$ cat src/hdl/sdc_pkg.sv
// Package for the SHA-256 digest checker: payload structs, command/status types,
// register indexes, initial hash values and the round-constant table. No dependencies.
package sdc_pkg;

    typedef struct packed {
        logic [7:0] data_byte;
        logic       byte_present;
        logic       end_of_message;
    } t_in_item;

    typedef struct packed {
        logic [31:0] digest_word;
        logic [2:0]  word_index;
        logic        last_word;
        logic [1:0]  check_status;
    } t_out_item;

    localparam logic [2:0] REG_CHECK_ENABLE = 3'd0;
    localparam logic [2:0] REG_EXPECTED_0   = 3'd1;
    localparam logic [2:0] REG_EXPECTED_1   = 3'd2;
    localparam logic [2:0] REG_EXPECTED_2   = 3'd3;
    localparam logic [2:0] REG_EXPECTED_3   = 3'd4;

    localparam logic [1:0] STATUS_SKIPPED  = 2'd0;
    localparam logic [1:0] STATUS_MATCH    = 2'd1;
    localparam logic [1:0] STATUS_MISMATCH = 2'd2;

    localparam logic [7:0] PAD_BYTE    = 8'h80;
    localparam logic [5:0] LENGTH_SLOT = 6'd56;

    // Byte-source selects for the buffer write port.
    typedef enum logic [1:0] {
        SRC_DATA   = 2'd0,
        SRC_PAD    = 2'd1,
        SRC_ZERO   = 2'd2,
        SRC_LENGTH = 2'd3
    } t_byte_src;

    // Commands from the controller to the datapath.
    typedef struct packed {
        logic      buf_write;    // write one byte at the fill pointer, advance it
        t_byte_src buf_src;
        logic      count_inc;    // count one message byte
        logic      load_words;   // start of compression: load working vars
        logic      round;        // one compression round (or schedule load)
        logic      fold;         // add working vars into chain words
        logic      restart;      // back to initial hash, fill and count zero
        logic      emit_shift;   // rotate chain words toward output
    } t_cmd;

    // Status from the datapath to the controller.
    typedef struct packed {
        logic [5:0] fill;
        logic       fill_wrap;   // fill pointer is at 63
        logic       last_round;  // round counter is at 63
    } t_status;

    localparam logic [255:0] INIT_HASH = {
        32'h6a09e667, 32'hbb67ae85, 32'h3c6ef372, 32'ha54ff53a,
        32'h510e527f, 32'h9b05688c, 32'h1f83d9ab, 32'h5be0cd19
    };

    function automatic logic [31:0] round_k(input logic [5:0] idx);
        logic [31:0] k;
        unique case (idx)
            6'd0: k = 32'h428a2f98;  6'd1: k = 32'h71374491;
            6'd2: k = 32'hb5c0fbcf;  6'd3: k = 32'he9b5dba5;
            6'd4: k = 32'h3956c25b;  6'd5: k = 32'h59f111f1;
            6'd6: k = 32'h923f82a4;  6'd7: k = 32'hab1c5ed5;
            6'd8: k = 32'hd807aa98;  6'd9: k = 32'h12835b01;
            6'd10: k = 32'h243185be; 6'd11: k = 32'h550c7dc3;
            6'd12: k = 32'h72be5d74; 6'd13: k = 32'h80deb1fe;
            6'd14: k = 32'h9bdc06a7; 6'd15: k = 32'hc19bf174;
            6'd16: k = 32'he49b69c1; 6'd17: k = 32'hefbe4786;
            6'd18: k = 32'h0fc19dc6; 6'd19: k = 32'h240ca1cc;
            6'd20: k = 32'h2de92c6f; 6'd21: k = 32'h4a7484aa;
            6'd22: k = 32'h5cb0a9dc; 6'd23: k = 32'h76f988da;
            6'd24: k = 32'h983e5152; 6'd25: k = 32'ha831c66d;
            6'd26: k = 32'hb00327c8; 6'd27: k = 32'hbf597fc7;
            6'd28: k = 32'hc6e00bf3; 6'd29: k = 32'hd5a79147;
            6'd30: k = 32'h06ca6351; 6'd31: k = 32'h14292967;
            6'd32: k = 32'h27b70a85; 6'd33: k = 32'h2e1b2138;
            6'd34: k = 32'h4d2c6dfc; 6'd35: k = 32'h53380d13;
            6'd36: k = 32'h650a7354; 6'd37: k = 32'h766a0abb;
            6'd38: k = 32'h81c2c92e; 6'd39: k = 32'h92722c85;
            6'd40: k = 32'ha2bfe8a1; 6'd41: k = 32'ha81a664b;
            6'd42: k = 32'hc24b8b70; 6'd43: k = 32'hc76c51a3;
            6'd44: k = 32'hd192e819; 6'd45: k = 32'hd6990624;
            6'd46: k = 32'hf40e3585; 6'd47: k = 32'h106aa070;
            6'd48: k = 32'h19a4c116; 6'd49: k = 32'h1e376c08;
            6'd50: k = 32'h2748774c; 6'd51: k = 32'h34b0bcb5;
            6'd52: k = 32'h391c0cb3; 6'd53: k = 32'h4ed8aa4a;
            6'd54: k = 32'h5b9cca4f; 6'd55: k = 32'h682e6ff3;
            6'd56: k = 32'h748f82ee; 6'd57: k = 32'h78a5636f;
            6'd58: k = 32'h84c87814; 6'd59: k = 32'h8cc70208;
            6'd60: k = 32'h90befffa; 6'd61: k = 32'ha4506ceb;
            6'd62: k = 32'hbef9a3f7; 6'd63: k = 32'hc67178f2;
            default: k = 32'h0;
        endcase
        return k;
    endfunction

endpackage

$ cat src/hdl/sdc_datapath.sv
// Datapath of the SHA-256 digest checker: block buffer (16-word schedule window),
// fill pointer, byte count, chain words and one-round-per-cycle compression. Uses sdc_pkg.
module sdc_datapath (
    input  logic            i_clk,
    input  logic            i_rst_n,
    input  sdc_pkg::t_cmd   i_cmd,
    input  logic [7:0]      i_data_byte,
    output sdc_pkg::t_status o_status,
    output logic [31:0]     o_head_word
);

    // The 64-byte block lives as a 16-word sliding window: bytes are written at
    // the fill pointer, and during compression each round shifts out w[t] and
    // appends w[t+16], so the window doubles as the message schedule.
    logic [31:0] r_win [16];
    logic [31:0] n_win [16];
    logic [5:0]  r_fill;
    logic [60:0] r_count;
    logic [5:0]  r_round;
    logic [31:0] r_chain [8];
    logic [31:0] r_v [8];
    logic [7:0]  w_byte;
    logic [63:0] w_bits;
    logic [2:0]  w_len_sel;
    logic [31:0] w_a, w_e, w_t1, w_t2, w_s0, w_s1, w_new;

    assign w_bits    = {r_count, 3'b000};
    assign w_len_sel = r_fill[2:0];

    always_comb begin
        case (i_cmd.buf_src)
            sdc_pkg::SRC_DATA:   w_byte = i_data_byte;
            sdc_pkg::SRC_PAD:    w_byte = sdc_pkg::PAD_BYTE;
            sdc_pkg::SRC_ZERO:   w_byte = 8'h00;
            sdc_pkg::SRC_LENGTH: w_byte = w_bits[6'(6'd56 - {w_len_sel, 3'b000}) +: 8];
            default:             w_byte = 8'h00;
        endcase
    end

    assign w_a  = r_v[0];
    assign w_e  = r_v[4];
    assign w_s0 = {r_win[1][6:0], r_win[1][31:7]} ^ {r_win[1][17:0], r_win[1][31:18]}
                ^ (r_win[1] >> 3);
    assign w_s1 = {r_win[14][16:0], r_win[14][31:17]} ^ {r_win[14][18:0], r_win[14][31:19]}
                ^ (r_win[14] >> 10);
    assign w_new = w_s1 + r_win[9] + w_s0 + r_win[0];
    assign w_t1 = r_v[7] + ({w_e[5:0], w_e[31:6]} ^ {w_e[10:0], w_e[31:11]}
                ^ {w_e[24:0], w_e[31:25]}) + ((w_e & r_v[5]) ^ (~w_e & r_v[6]))
                + sdc_pkg::round_k(r_round) + r_win[0];
    assign w_t2 = ({w_a[1:0], w_a[31:2]} ^ {w_a[12:0], w_a[31:13]} ^ {w_a[21:0], w_a[31:22]})
                + ((w_a & r_v[1]) ^ (w_a & r_v[2]) ^ (r_v[1] & r_v[2]));

    always_comb begin
        for (int i = 0; i < 16; i++) begin
            n_win[i] = r_win[i];
        end
        if (i_cmd.buf_write) begin
            // Byte lands in word fill/4 at the lane given by fill%4.
            for (int i = 0; i < 16; i++) begin
                if (4'(i) == r_fill[5:2]) begin
                    n_win[i][5'(5'd24 - {r_fill[1:0], 3'b000}) +: 8] = w_byte;
                end
            end
        end else if (i_cmd.round) begin
            for (int i = 0; i < 15; i++) begin
                n_win[i] = r_win[i + 1];
            end
            n_win[15] = w_new;
        end
    end

    always_ff @(posedge i_clk) begin
        for (int i = 0; i < 16; i++) begin
            r_win[i] <= n_win[i];
        end
        if (i_cmd.load_words) begin
            for (int i = 0; i < 8; i++) begin
                r_v[i] <= r_chain[i];
            end
        end else if (i_cmd.round) begin
            r_v[0] <= w_t1 + w_t2;
            r_v[1] <= r_v[0];
            r_v[2] <= r_v[1];
            r_v[3] <= r_v[2];
            r_v[4] <= r_v[3] + w_t1;
            r_v[5] <= r_v[4];
            r_v[6] <= r_v[5];
            r_v[7] <= r_v[6];
        end
    end

    always_ff @(posedge i_clk) begin
        if (!i_rst_n) begin
            r_fill  <= '0;
            r_count <= '0;
            r_round <= '0;
            for (int i = 0; i < 8; i++) begin
                r_chain[i] <= sdc_pkg::INIT_HASH[32*(7-i) +: 32];
            end
        end else begin
            if (i_cmd.buf_write) begin
                r_fill <= r_fill + 6'd1;
            end
            if (i_cmd.count_inc) begin
                r_count <= r_count + 61'd1;
            end
            if (i_cmd.load_words) begin
                r_round <= '0;
            end else if (i_cmd.round) begin
                r_round <= r_round + 6'd1;
            end
            if (i_cmd.restart) begin
                r_fill  <= '0;
                r_count <= '0;
                for (int i = 0; i < 8; i++) begin
                    r_chain[i] <= sdc_pkg::INIT_HASH[32*(7-i) +: 32];
                end
            end else if (i_cmd.fold) begin
                for (int i = 0; i < 8; i++) begin
                    r_chain[i] <= r_chain[i] + r_v[i];
                end
            end else if (i_cmd.emit_shift) begin
                for (int i = 0; i < 7; i++) begin
                    r_chain[i] <= r_chain[i + 1];
                end
                r_chain[7] <= r_chain[0];
            end
        end
    end

    assign o_status.fill       = r_fill;
    assign o_status.fill_wrap  = (r_fill == 6'd63);
    assign o_status.last_round = (r_round == 6'd63);
    assign o_head_word         = r_chain[0];

endmodule

$ cat src/hdl/sdc_ctrl.sv
// Controller of the SHA-256 digest checker: sequences byte loading, padding,
// compression and digest output, and keeps the running check. Uses sdc_pkg.
module sdc_ctrl (
    input  logic             i_clk,
    input  logic             i_rst_n,
    input  logic             i_in_valid,
    output logic             o_in_stall,
    input  sdc_pkg::t_in_item i_in_data,
    output logic             o_out_valid,
    input  logic             i_out_stall,
    output sdc_pkg::t_out_item o_out_data,
    input  logic             i_check_enable,
    input  logic [255:0]     i_expected,
    input  sdc_pkg::t_status i_status,
    input  logic [31:0]      i_head_word,
    output sdc_pkg::t_cmd    o_cmd,
    output logic [7:0]       o_data_byte
);

    typedef enum logic [6:0] {
        ST_IDLE  = 7'b0000001,
        ST_PAD   = 7'b0000010,  // writing padding / length bytes
        ST_LOAD  = 7'b0000100,
        ST_ROUND = 7'b0001000,
        ST_FOLD  = 7'b0010000,
        ST_EMIT  = 7'b0100000,
        ST_WAIT  = 7'b1000000   // byte compression done, back to idle
    } t_state;

    t_state      r_state, n_state;
    logic        r_eom;        // current compression belongs to the end sequence
    logic        r_final;      // current compression is the length block
    logic        r_padded;     // the 0x80 byte has been written
    logic [2:0]  r_idx;
    logic        r_match;
    logic [7:0]  r_byte;
    logic        r_take;       // a byte is pending to be written in idle
    logic        w_accept;
    logic [31:0] w_want;
    logic        w_all_match;

    assign w_accept    = i_in_valid && !o_in_stall;
    assign o_in_stall  = (r_state != ST_IDLE) || r_take || r_eom;
    assign o_data_byte = r_byte;
    assign w_want      = i_expected[32*(7-r_idx) +: 32];

    always_comb begin
        o_cmd   = '0;
        n_state = r_state;
        o_cmd.buf_src = sdc_pkg::SRC_DATA;
        unique case (r_state)
            ST_IDLE: begin
                if (r_take) begin
                    o_cmd.buf_write = 1'b1;
                    o_cmd.count_inc = 1'b1;
                    if (i_status.fill_wrap) begin
                        n_state = ST_LOAD;
                    end else if (r_eom) begin
                        n_state = ST_PAD;
                    end
                end else if (r_eom) begin
                    n_state = ST_PAD;
                end
            end
            ST_PAD: begin
                o_cmd.buf_write = 1'b1;
                if (!r_padded) begin
                    o_cmd.buf_src = sdc_pkg::SRC_PAD;
                end else if (i_status.fill >= sdc_pkg::LENGTH_SLOT && r_final) begin
                    o_cmd.buf_src = sdc_pkg::SRC_LENGTH;
                end else begin
                    o_cmd.buf_src = sdc_pkg::SRC_ZERO;
                end
                if (i_status.fill_wrap) begin
                    n_state = ST_LOAD;
                end
            end
            ST_LOAD: begin
                o_cmd.load_words = 1'b1;
                n_state = ST_ROUND;
            end
            ST_ROUND: begin
                o_cmd.round = 1'b1;
                if (i_status.last_round) begin
                    n_state = ST_FOLD;
                end
            end
            ST_FOLD: begin
                o_cmd.fold = 1'b1;
                if (!r_eom) begin
                    n_state = ST_WAIT;
                end else if (r_final) begin
                    n_state = ST_EMIT;
                end else begin
                    n_state = ST_PAD;
                end
            end
            ST_EMIT: begin
                if (!i_out_stall) begin
                    o_cmd.emit_shift = 1'b1;
                    if (r_idx == 3'd7) begin
                        o_cmd.restart = 1'b1;
                        n_state = ST_IDLE;
                    end
                end
            end
            ST_WAIT: begin
                n_state = ST_IDLE;
            end
            default: n_state = ST_IDLE;
        endcase
    end

    always_ff @(posedge i_clk) begin
        if (w_accept) begin
            r_byte <= i_in_data.data_byte;
        end
    end

    always_ff @(posedge i_clk) begin
        if (!i_rst_n) begin
            r_state  <= ST_IDLE;
            r_eom    <= 1'b0;
            r_final  <= 1'b0;
            r_idx    <= '0;
            r_match  <= 1'b1;
            r_take   <= 1'b0;
            r_padded <= 1'b0;
        end else begin
            r_state <= n_state;
            if (w_accept) begin
                r_take <= i_in_data.byte_present;
                r_eom  <= i_in_data.end_of_message;
            end else if (r_state == ST_IDLE && r_take) begin
                r_take <= 1'b0;
            end
            if (r_state == ST_PAD && !r_padded) begin
                r_padded <= 1'b1;
                // Length fits when the 0x80 went at or below byte 55.
                r_final  <= (i_status.fill < sdc_pkg::LENGTH_SLOT);
            end
            // After the first of two padding blocks the next one carries the length.
            if (r_state == ST_FOLD && r_eom && r_padded && !r_final) begin
                r_final <= 1'b1;
            end
            if (r_state == ST_EMIT && !i_out_stall) begin
                if (i_head_word != w_want) begin
                    r_match <= 1'b0;
                end
                r_idx <= r_idx + 3'd1;
                if (r_idx == 3'd7) begin
                    r_eom    <= 1'b0;
                    r_final  <= 1'b0;
                    r_padded <= 1'b0;
                    r_match  <= 1'b1;
                end
            end
        end
    end

    assign w_all_match = r_match && (i_head_word == w_want);

    always_comb begin
        o_out_valid = (r_state == ST_EMIT);
        o_out_data.digest_word  = i_head_word;
        o_out_data.word_index   = r_idx;
        o_out_data.last_word    = (r_idx == 3'd7);
        o_out_data.check_status = sdc_pkg::STATUS_SKIPPED;
        if (r_idx == 3'd7 && i_check_enable) begin
            o_out_data.check_status = w_all_match ? sdc_pkg::STATUS_MATCH
                                                  : sdc_pkg::STATUS_MISMATCH;
        end
    end

endmodule

$ cat src/hdl/sha256_digest_check_top.sv
// Top level of the SHA-256 digest checker: configuration registers, controller
// and datapath. Uses sdc_pkg, sdc_ctrl and sdc_datapath.
//
// Takes one message byte per transfer and hashes it with SHA-256. Input stalls
// while each byte is written; the item completing a 64-byte block also waits
// for the compression (one round per cycle through a single round unit). The
// end item adds padding writes, one or two compressions and eight output transfers,
// one per digest word, most significant first; the last has the check result.
// The user must write configuration only while idle; it is not enforced.
module sha256_digest_check_top (
    input  logic               i_clk,
    input  logic               i_rst_n,
    input  logic               i_in_valid,
    output logic               o_in_stall,
    input  sdc_pkg::t_in_item  i_in_data,
    output logic               o_out_valid,
    input  logic               i_out_stall,
    output sdc_pkg::t_out_item o_out_data,
    input  logic               i_cfg_valid,
    output logic               o_cfg_ready,
    input  logic [2:0]         i_cfg_index,
    input  logic [63:0]        i_cfg_data
);

    logic             r_check_enable;
    logic [255:0]     r_expected;
    sdc_pkg::t_cmd    w_cmd;
    sdc_pkg::t_status w_status;
    logic [31:0]      w_head;
    logic [7:0]       w_byte;

    assign o_cfg_ready = 1'b1;

    always_ff @(posedge i_clk) begin
        if (!i_rst_n) begin
            r_check_enable <= 1'b0;
            r_expected     <= '0;
        end else if (i_cfg_valid) begin
            unique case (i_cfg_index)
                sdc_pkg::REG_CHECK_ENABLE: r_check_enable <= i_cfg_data[0];
                sdc_pkg::REG_EXPECTED_0:   r_expected[255:192] <= i_cfg_data;
                sdc_pkg::REG_EXPECTED_1:   r_expected[191:128] <= i_cfg_data;
                sdc_pkg::REG_EXPECTED_2:   r_expected[127:64]  <= i_cfg_data;
                sdc_pkg::REG_EXPECTED_3:   r_expected[63:0]    <= i_cfg_data;
                default: ;
            endcase
        end
    end

    sdc_ctrl u_ctrl (
        .i_clk          (i_clk),
        .i_rst_n        (i_rst_n),
        .i_in_valid     (i_in_valid),
        .o_in_stall     (o_in_stall),
        .i_in_data      (i_in_data),
        .o_out_valid    (o_out_valid),
        .i_out_stall    (i_out_stall),
        .o_out_data     (o_out_data),
        .i_check_enable (r_check_enable),
        .i_expected     (r_expected),
        .i_status       (w_status),
        .i_head_word    (w_head),
        .o_cmd          (w_cmd),
        .o_data_byte    (w_byte)
    );

    sdc_datapath u_dp (
        .i_clk       (i_clk),
        .i_rst_n     (i_rst_n),
        .i_cmd       (w_cmd),
        .i_data_byte (w_byte),
        .o_status    (w_status),
        .o_head_word (w_head)
    );

`ifndef SYNTHESIS
    a_no_accept_while_output: assert property (@(posedge i_clk) disable iff (!i_rst_n)
        o_out_valid |-> o_in_stall) else $error("input taken during digest output");
    a_last_word_index: assert property (@(posedge i_clk) disable iff (!i_rst_n)
        (o_out_valid && o_out_data.last_word) |-> (o_out_data.word_index == 3'd7))
        else $error("last word flag on wrong index");
    a_status_only_last: assert property (@(posedge i_clk) disable iff (!i_rst_n)
        (o_out_valid && !o_out_data.last_word) |->
        (o_out_data.check_status == sdc_pkg::STATUS_SKIPPED))
        else $error("check status on non-final word");
`endif

endmodule
$ cat config.mk
export PLATFORM = sky130hd
export DESIGN_NAME = sha256_digest_check_top
export DESIGN_NICKNAME = d
export VERILOG_FILES = /design/src/hdl/sdc_pkg.sv /design/src/hdl/sdc_datapath.sv /design/src/hdl/sdc_ctrl.sv /design/src/hdl/sha256_digest_check_top.sv
export SDC_FILE = /design/constraint.sdc
export NUM_CORES = 2
export LEC_CHECK = 0
export ABC_CLOCK_PERIOD_IN_PS = 6600
export BUFFER_PORTS_ARGS = -buffer_cell sky130_fd_sc_hd__buf_4
export CORE_MARGIN = 2
export CORE_UTILIZATION = 55
export DETAILED_ROUTE_END_ITERATION = 12
export GPL_TIMING_DRIVEN = 0
export PLACE_DENSITY = 0.77
export SYNTH_ARGS = -nofsm -noshare
export SYNTH_HDL_FRONTEND = slang
export SYNTH_HIERARCHICAL = 1
export SYNTH_SLANG_ARGS = --single-unit
$ cat constraint.sdc
create_clock -name i_clk -period 6.6 [get_ports i_clk]
set_input_delay 0.66 -clock i_clk [delete_from_list [all_inputs] [get_ports i_clk]]
set_output_delay 0.66 -clock i_clk [all_outputs]
set_load 0.005 [all_outputs]
======== Word level (Yosys, flattened, before mapping) ========
Memories as Yosys holds them, arrays and structs flattened. A register that Yosys moved wholly into a read port is not among the register bits.
Cells that the tools add are included.
Widths: inputs -> output; s select.
cells by class
  shifts and indexed selects .............. 4
  $add $sub $neg .......................... 26
  order comparisons ....................... 2
  equality and inequality tests ........... 38
  bitwise logic cells ..................... 50
  muxes and demuxes ....................... 125
  reductions and logical operators ........ 30
operator list
  cell                    count
  $mux 32                 48
  $mux 512                2
  $add 32x32->32          18
  $bwmux 32               16
  $xor 32x32->32          9
  $shiftx 256x33->32      1
  $and 32x32->32          5
  $shiftx 64x7->8         1
  $add 61x1->61 const B   1
  $mux 7                  8
  $pmux 7 s6              1
  $mux 1                  39
  $eq 32x32->1            1
  $eq 4x4->1 const A      8
  $ne 32x32->1            1
  $not 32->32             1
  $or 1x1->1              32
  $pmux 8 s4              1
  $shift 8x7->32 const A  1
  $shiftx 8x7->32         1
  $xor 32x22->32          1
  $xor 32x29->32          1
  $mux 6                  3
  $eq 3x4->1 const A      4
  38 further kinds        71
word-level totals
  register bits after elaboration ......... 353
  input bits .............................. 82
  logic and storage cells ................. 295
  memory bits (read-only) ................. 2048
  memory bits (writable) .................. 1024
  memories kept ........................... 4
  output and inout port bits .............. 41
memories
  memory            words  width  rd ports  clocked after memory_dff  wr ports  line                RTL
  (name not given)  64     32     1         1                         0         sdc_pkg.sv:65       unique case (idx)
  u_dp.r_win        16     32     16        0                         16        sdc_datapath.sv:15  logic [31:0] r_win [16];
  u_dp.r_chain      8      32     8         0                         8         sdc_datapath.sv:20  logic [31:0] r_chain [8];
  u_dp.r_v          8      32     8         0                         8         sdc_datapath.sv:21  logic [31:0] r_v [8];

======== Longest topological paths before layout ========
  depth in word-level cells ............... 11
  mapped depth ............................ 36
  depth with buffers taken out ............ 35

======== Cells and area by module ========
The synthesis kept the hierarchy.
modules (own cells, without submodules)
  module                   instances  area an instance (µm²)  sequential area each (µm²)  cells each
  sdc_datapath             1          73541.8                 32851.5                     7505
  sha256_digest_check_top  1          9521.6                  5144.9                      906
  sdc_ctrl                 1          3464.6                  540.5                       295

======== Least setup slack after synthesis ========
No wires, ideal clock.
  path type ............................... flip-flop to flip-flop
  from .................................... memory u_dp.r_v[4][1] (netlist: u_dp/r_v[0][129])
  to ...................................... memory u_dp.r_v[0][29], data pin
  setup slack ............................. -0.606 ns
  buffers on the path ..................... 1
  stages on the path, launching flop included .. 34
  required time ........................... 6.431 ns
  library setup time ...................... 0.169 ns
  period minus slack after synthesis ...... 7.206 ns
  arrival ................................. 7.036 ns
  path through ............................ edfxtp_1 > clkbuf_1 > mux2_2 > fa_1 > inv_1 > fa_1 > fa_1 > inv_1 > ha_1 > inv_1 > fa_1 > nand2b_1 > a21oi_1 > o21a_1 > o21ai_0 > nand2_1 > a21oi_1 > o21ai_0 > a21oi_1 > o21ai_0 > xor2_1 > inv_1 > fa_1 > inv_1 > ha_1 > a21o_1 > a21oi_1 > o21ai_0 > a311oi_1 > o21ai_1 > o21a_1 > o21a_1 > o21a_1 > o31ai_1
RTL lines
  element             line
  start: declaration  sdc_datapath.sv:21

==> out/results.ini <==
[outcome]
outcome=finished, violations left
violations=capacitance limit, slew limit, setup timing

[die]
die_x_um=401
fp-row-count=145
coreArea_um2=156000
dieArea_um2=161000
ios=123
initial_core_util=0.554
dieHeight_um=401

[critical_path]
r2r_slack_ps=-970
cp.depth=33
rr_worst_depth=33
cpLargestDelayFamily=adder cells
crit_fanout=5
cp.arrival_ps=8130
critPathLaunchType=flop
crit_path_top_delay_cell=fa_1
slowest_delay_ps=540
setup.worst_path.end_class=flop
crit_type=reg -> reg
timing.critical_path.buf_inv=8
required_ps=7160

[placement]
place_inst=10900
dp_slack_ps=-2130
gp_congestion=1.07
dp_hpwl_um=240000
portBuffers=121
post_dp_cell_area_um2=90300

[routing]
vias_per_cell=6.43
wire_per_inst_um=28.5
drt-initial-drc-count=9834
wirelength_um=321000
firstDrtPassIters=8
drtAntennaViolNets=0
drcViolationCount=0
vias=72400

[logic_synthesis]
synthesis.nets=9381
synthesis.area_um2=86500
yosysSeqAreaShare=0.445
syn_inst=8706
synthFlopType=edfxtp_1
ys_warn_count=6
yosysMostFrequentCell=nand2_1
synthTopCellsByArea=edfxtp_1, dfxtp_1, ha_1, o21ai_0, nand2_1
ys_ff_latch=1409
synth_commonest_cells=nand2_1, edfxtp_1, o21ai_0, inv_1, a21oi_1
syn_avg_cell_area_um2=9.94
yosys.area.top_type_share=0.358
yosysUniqueCellTypes=97
async_reset_ff_frac=0
synth_edf_count=1032
synth_area_leader_cell=edfxtp_1

[global_route]
antenna_found_initial=10
grtUsageTotal=0.389
grt_pass1_wl_um=460000
grt_max_degree=63
grt_overflow=0
grt_pass1_vias=69700

[final_layout]
final_util=0.627
drive_gt1_frac=0.114
finalNonFillerCells=11300
final_nets=9752
final_area_um2=97900
area_growth_pct=13.2

[min_path]
hold_path.class=in -> reg
hold_depth=3

[sta]
drv_slew=37
skew_ps=66.9
rsz0062_at_grt=yes
tns_ps=-16500
worst-slew-pin-transition_ps=1690
finalSetupViolCount=32
setup_ws_ps=-967
hold_ws_ps=91.5
fmax_ghz=0.132
fin_crit_sh=1.15
relSlewSlack=-0.124
period_needed_ps=7570
hold_viol_final=0

[clock_network]
root_buffer=clkbuf_16
cts_made_buffers=154
clk_pin_slew_ps=70
h-tree-depth=4
tritoncts=built
insertion_delay_ps=860
cts.sinks=1409
clockBufferDepth=3

[power]
p_per_area_nw_per_um2=223
peakVddDrop_mv=0.261
power.leakage_nw=39.5
p_total_mw=21.8

[job]
cap_violations=4

placed cells by master (no fill, tap or decap), types with 32 or more instances in the layout:
cell,count
nand2_1,1166
edfxtp_1,1032
o21ai_0,861
inv_1,770
nor2_1,451
a21oi_1,439
dfxtp_1,377
ha_1,370
xnor2_1,356
clkbuf_1,334
mux2i_1,301
buf_4,276
xor2_1,267
a21o_1,212
fa_1,193
clkbuf_16,156
nand3_1,101
mux2_2,101
nand2b_1,74
mux4_2,72
nor3_1,62
o21ai_1,48
buf_2,47
and3_1,47
nand4_1,46
o21a_1,46
o211ai_1,46
a31oi_1,45
a211oi_1,45
nor2b_1,42
o21bai_1,42
clkinv_2,38
o31ai_1,32
state kept, by name, indices dropped and copies added, names as in the netlist, named ones only:
name                cells
u_dp/r_win            512
u_ctrl/r_eom            1
u_ctrl/r_padded         1
u_ctrl/r_final          1
u_dp/r_fill             6
r_check_enable          1
u_dp/r_chain          256
u_dp/r_round            6
r_expected            256
u_ctrl/r_match          1
u_ctrl/o_data_byte      8
u_ctrl/r_idx            3
u_ctrl/r_take           1
u_dp/r_v              256
u_dp/r_count           61
u_ctrl/r_state          7
where the power goes:
part	switching, mW	internal (mW)
clock network	3.95	4.95
logic	1.97	1.30
registers	0.0975	9.56
kinds of logic after synthesis:
kind of cell             synth area share
buffers and inverters              0.0636
AO/OA/AOI/OAI                       0.146
XOR/XNOR                           0.0692
multiplexers                       0.0667
adder cells (fa/ha/maj)             0.103
flip-flops                          0.445
AND/OR/NAND/NOR                     0.106
other                           0.0000433
worst min-delay path, delay by kind of cell:
| kind | cells | cell delay (ps) |
|---|---|---|
| and+or+nand+nor | 1 | 70 |
| buffers and inverters | 1 | 90 |
| AOI/OAI and AO/OA | 1 | 60 |
what timing repair did:
item	4_1_cts	5_1_grt
endpoints found under the setup margin	45	40
setup buffers	53	36
resized for setup	189	162
hold buffers	8	0
cloned	0	0
pin swaps	67	104
endpoints found under the hold margin	8	0
path summary, 6_finish.rpt:
check	from	endpoint
worst max-delay path	u_dp/r_v[0][149]	u_dp/r_v[0][28]
worst min-delay path	i_in_data[0]	u_ctrl/r_eom
worst max register to register	u_dp/r_v[0][149]	u_dp/r_v[0][28]
worst min register to register	r_expected[90]	r_expected[90]
metal layers:
layer / up-vias / GRT usage / part of all wire
met2: 5089 / 0.581 / 0.43
met5: - / 0 / 0.00016
met4: 6 / 0.249 / 0.078
li1: 31100 / - / -
met1: 35100 / 0.508 / 0.37
met3: 1153 / 0.0959 / 0.13
final cells by class:
class / instances / area (um^2)
tap: 2058 / 2570
fill: 12300 / 58300
clock inverter: 89 / 1060
buffer: 502 / 2630
inverter: 793 / 2980
clock buffer: 198 / 4130
multi-input combinational: 5994 / 44100
antenna: 5 / 12.5
timing repair buffer: 223 / 1880
sequential: 1409 / 38500
No activity file was read; power rests on OpenSTA's default activity.
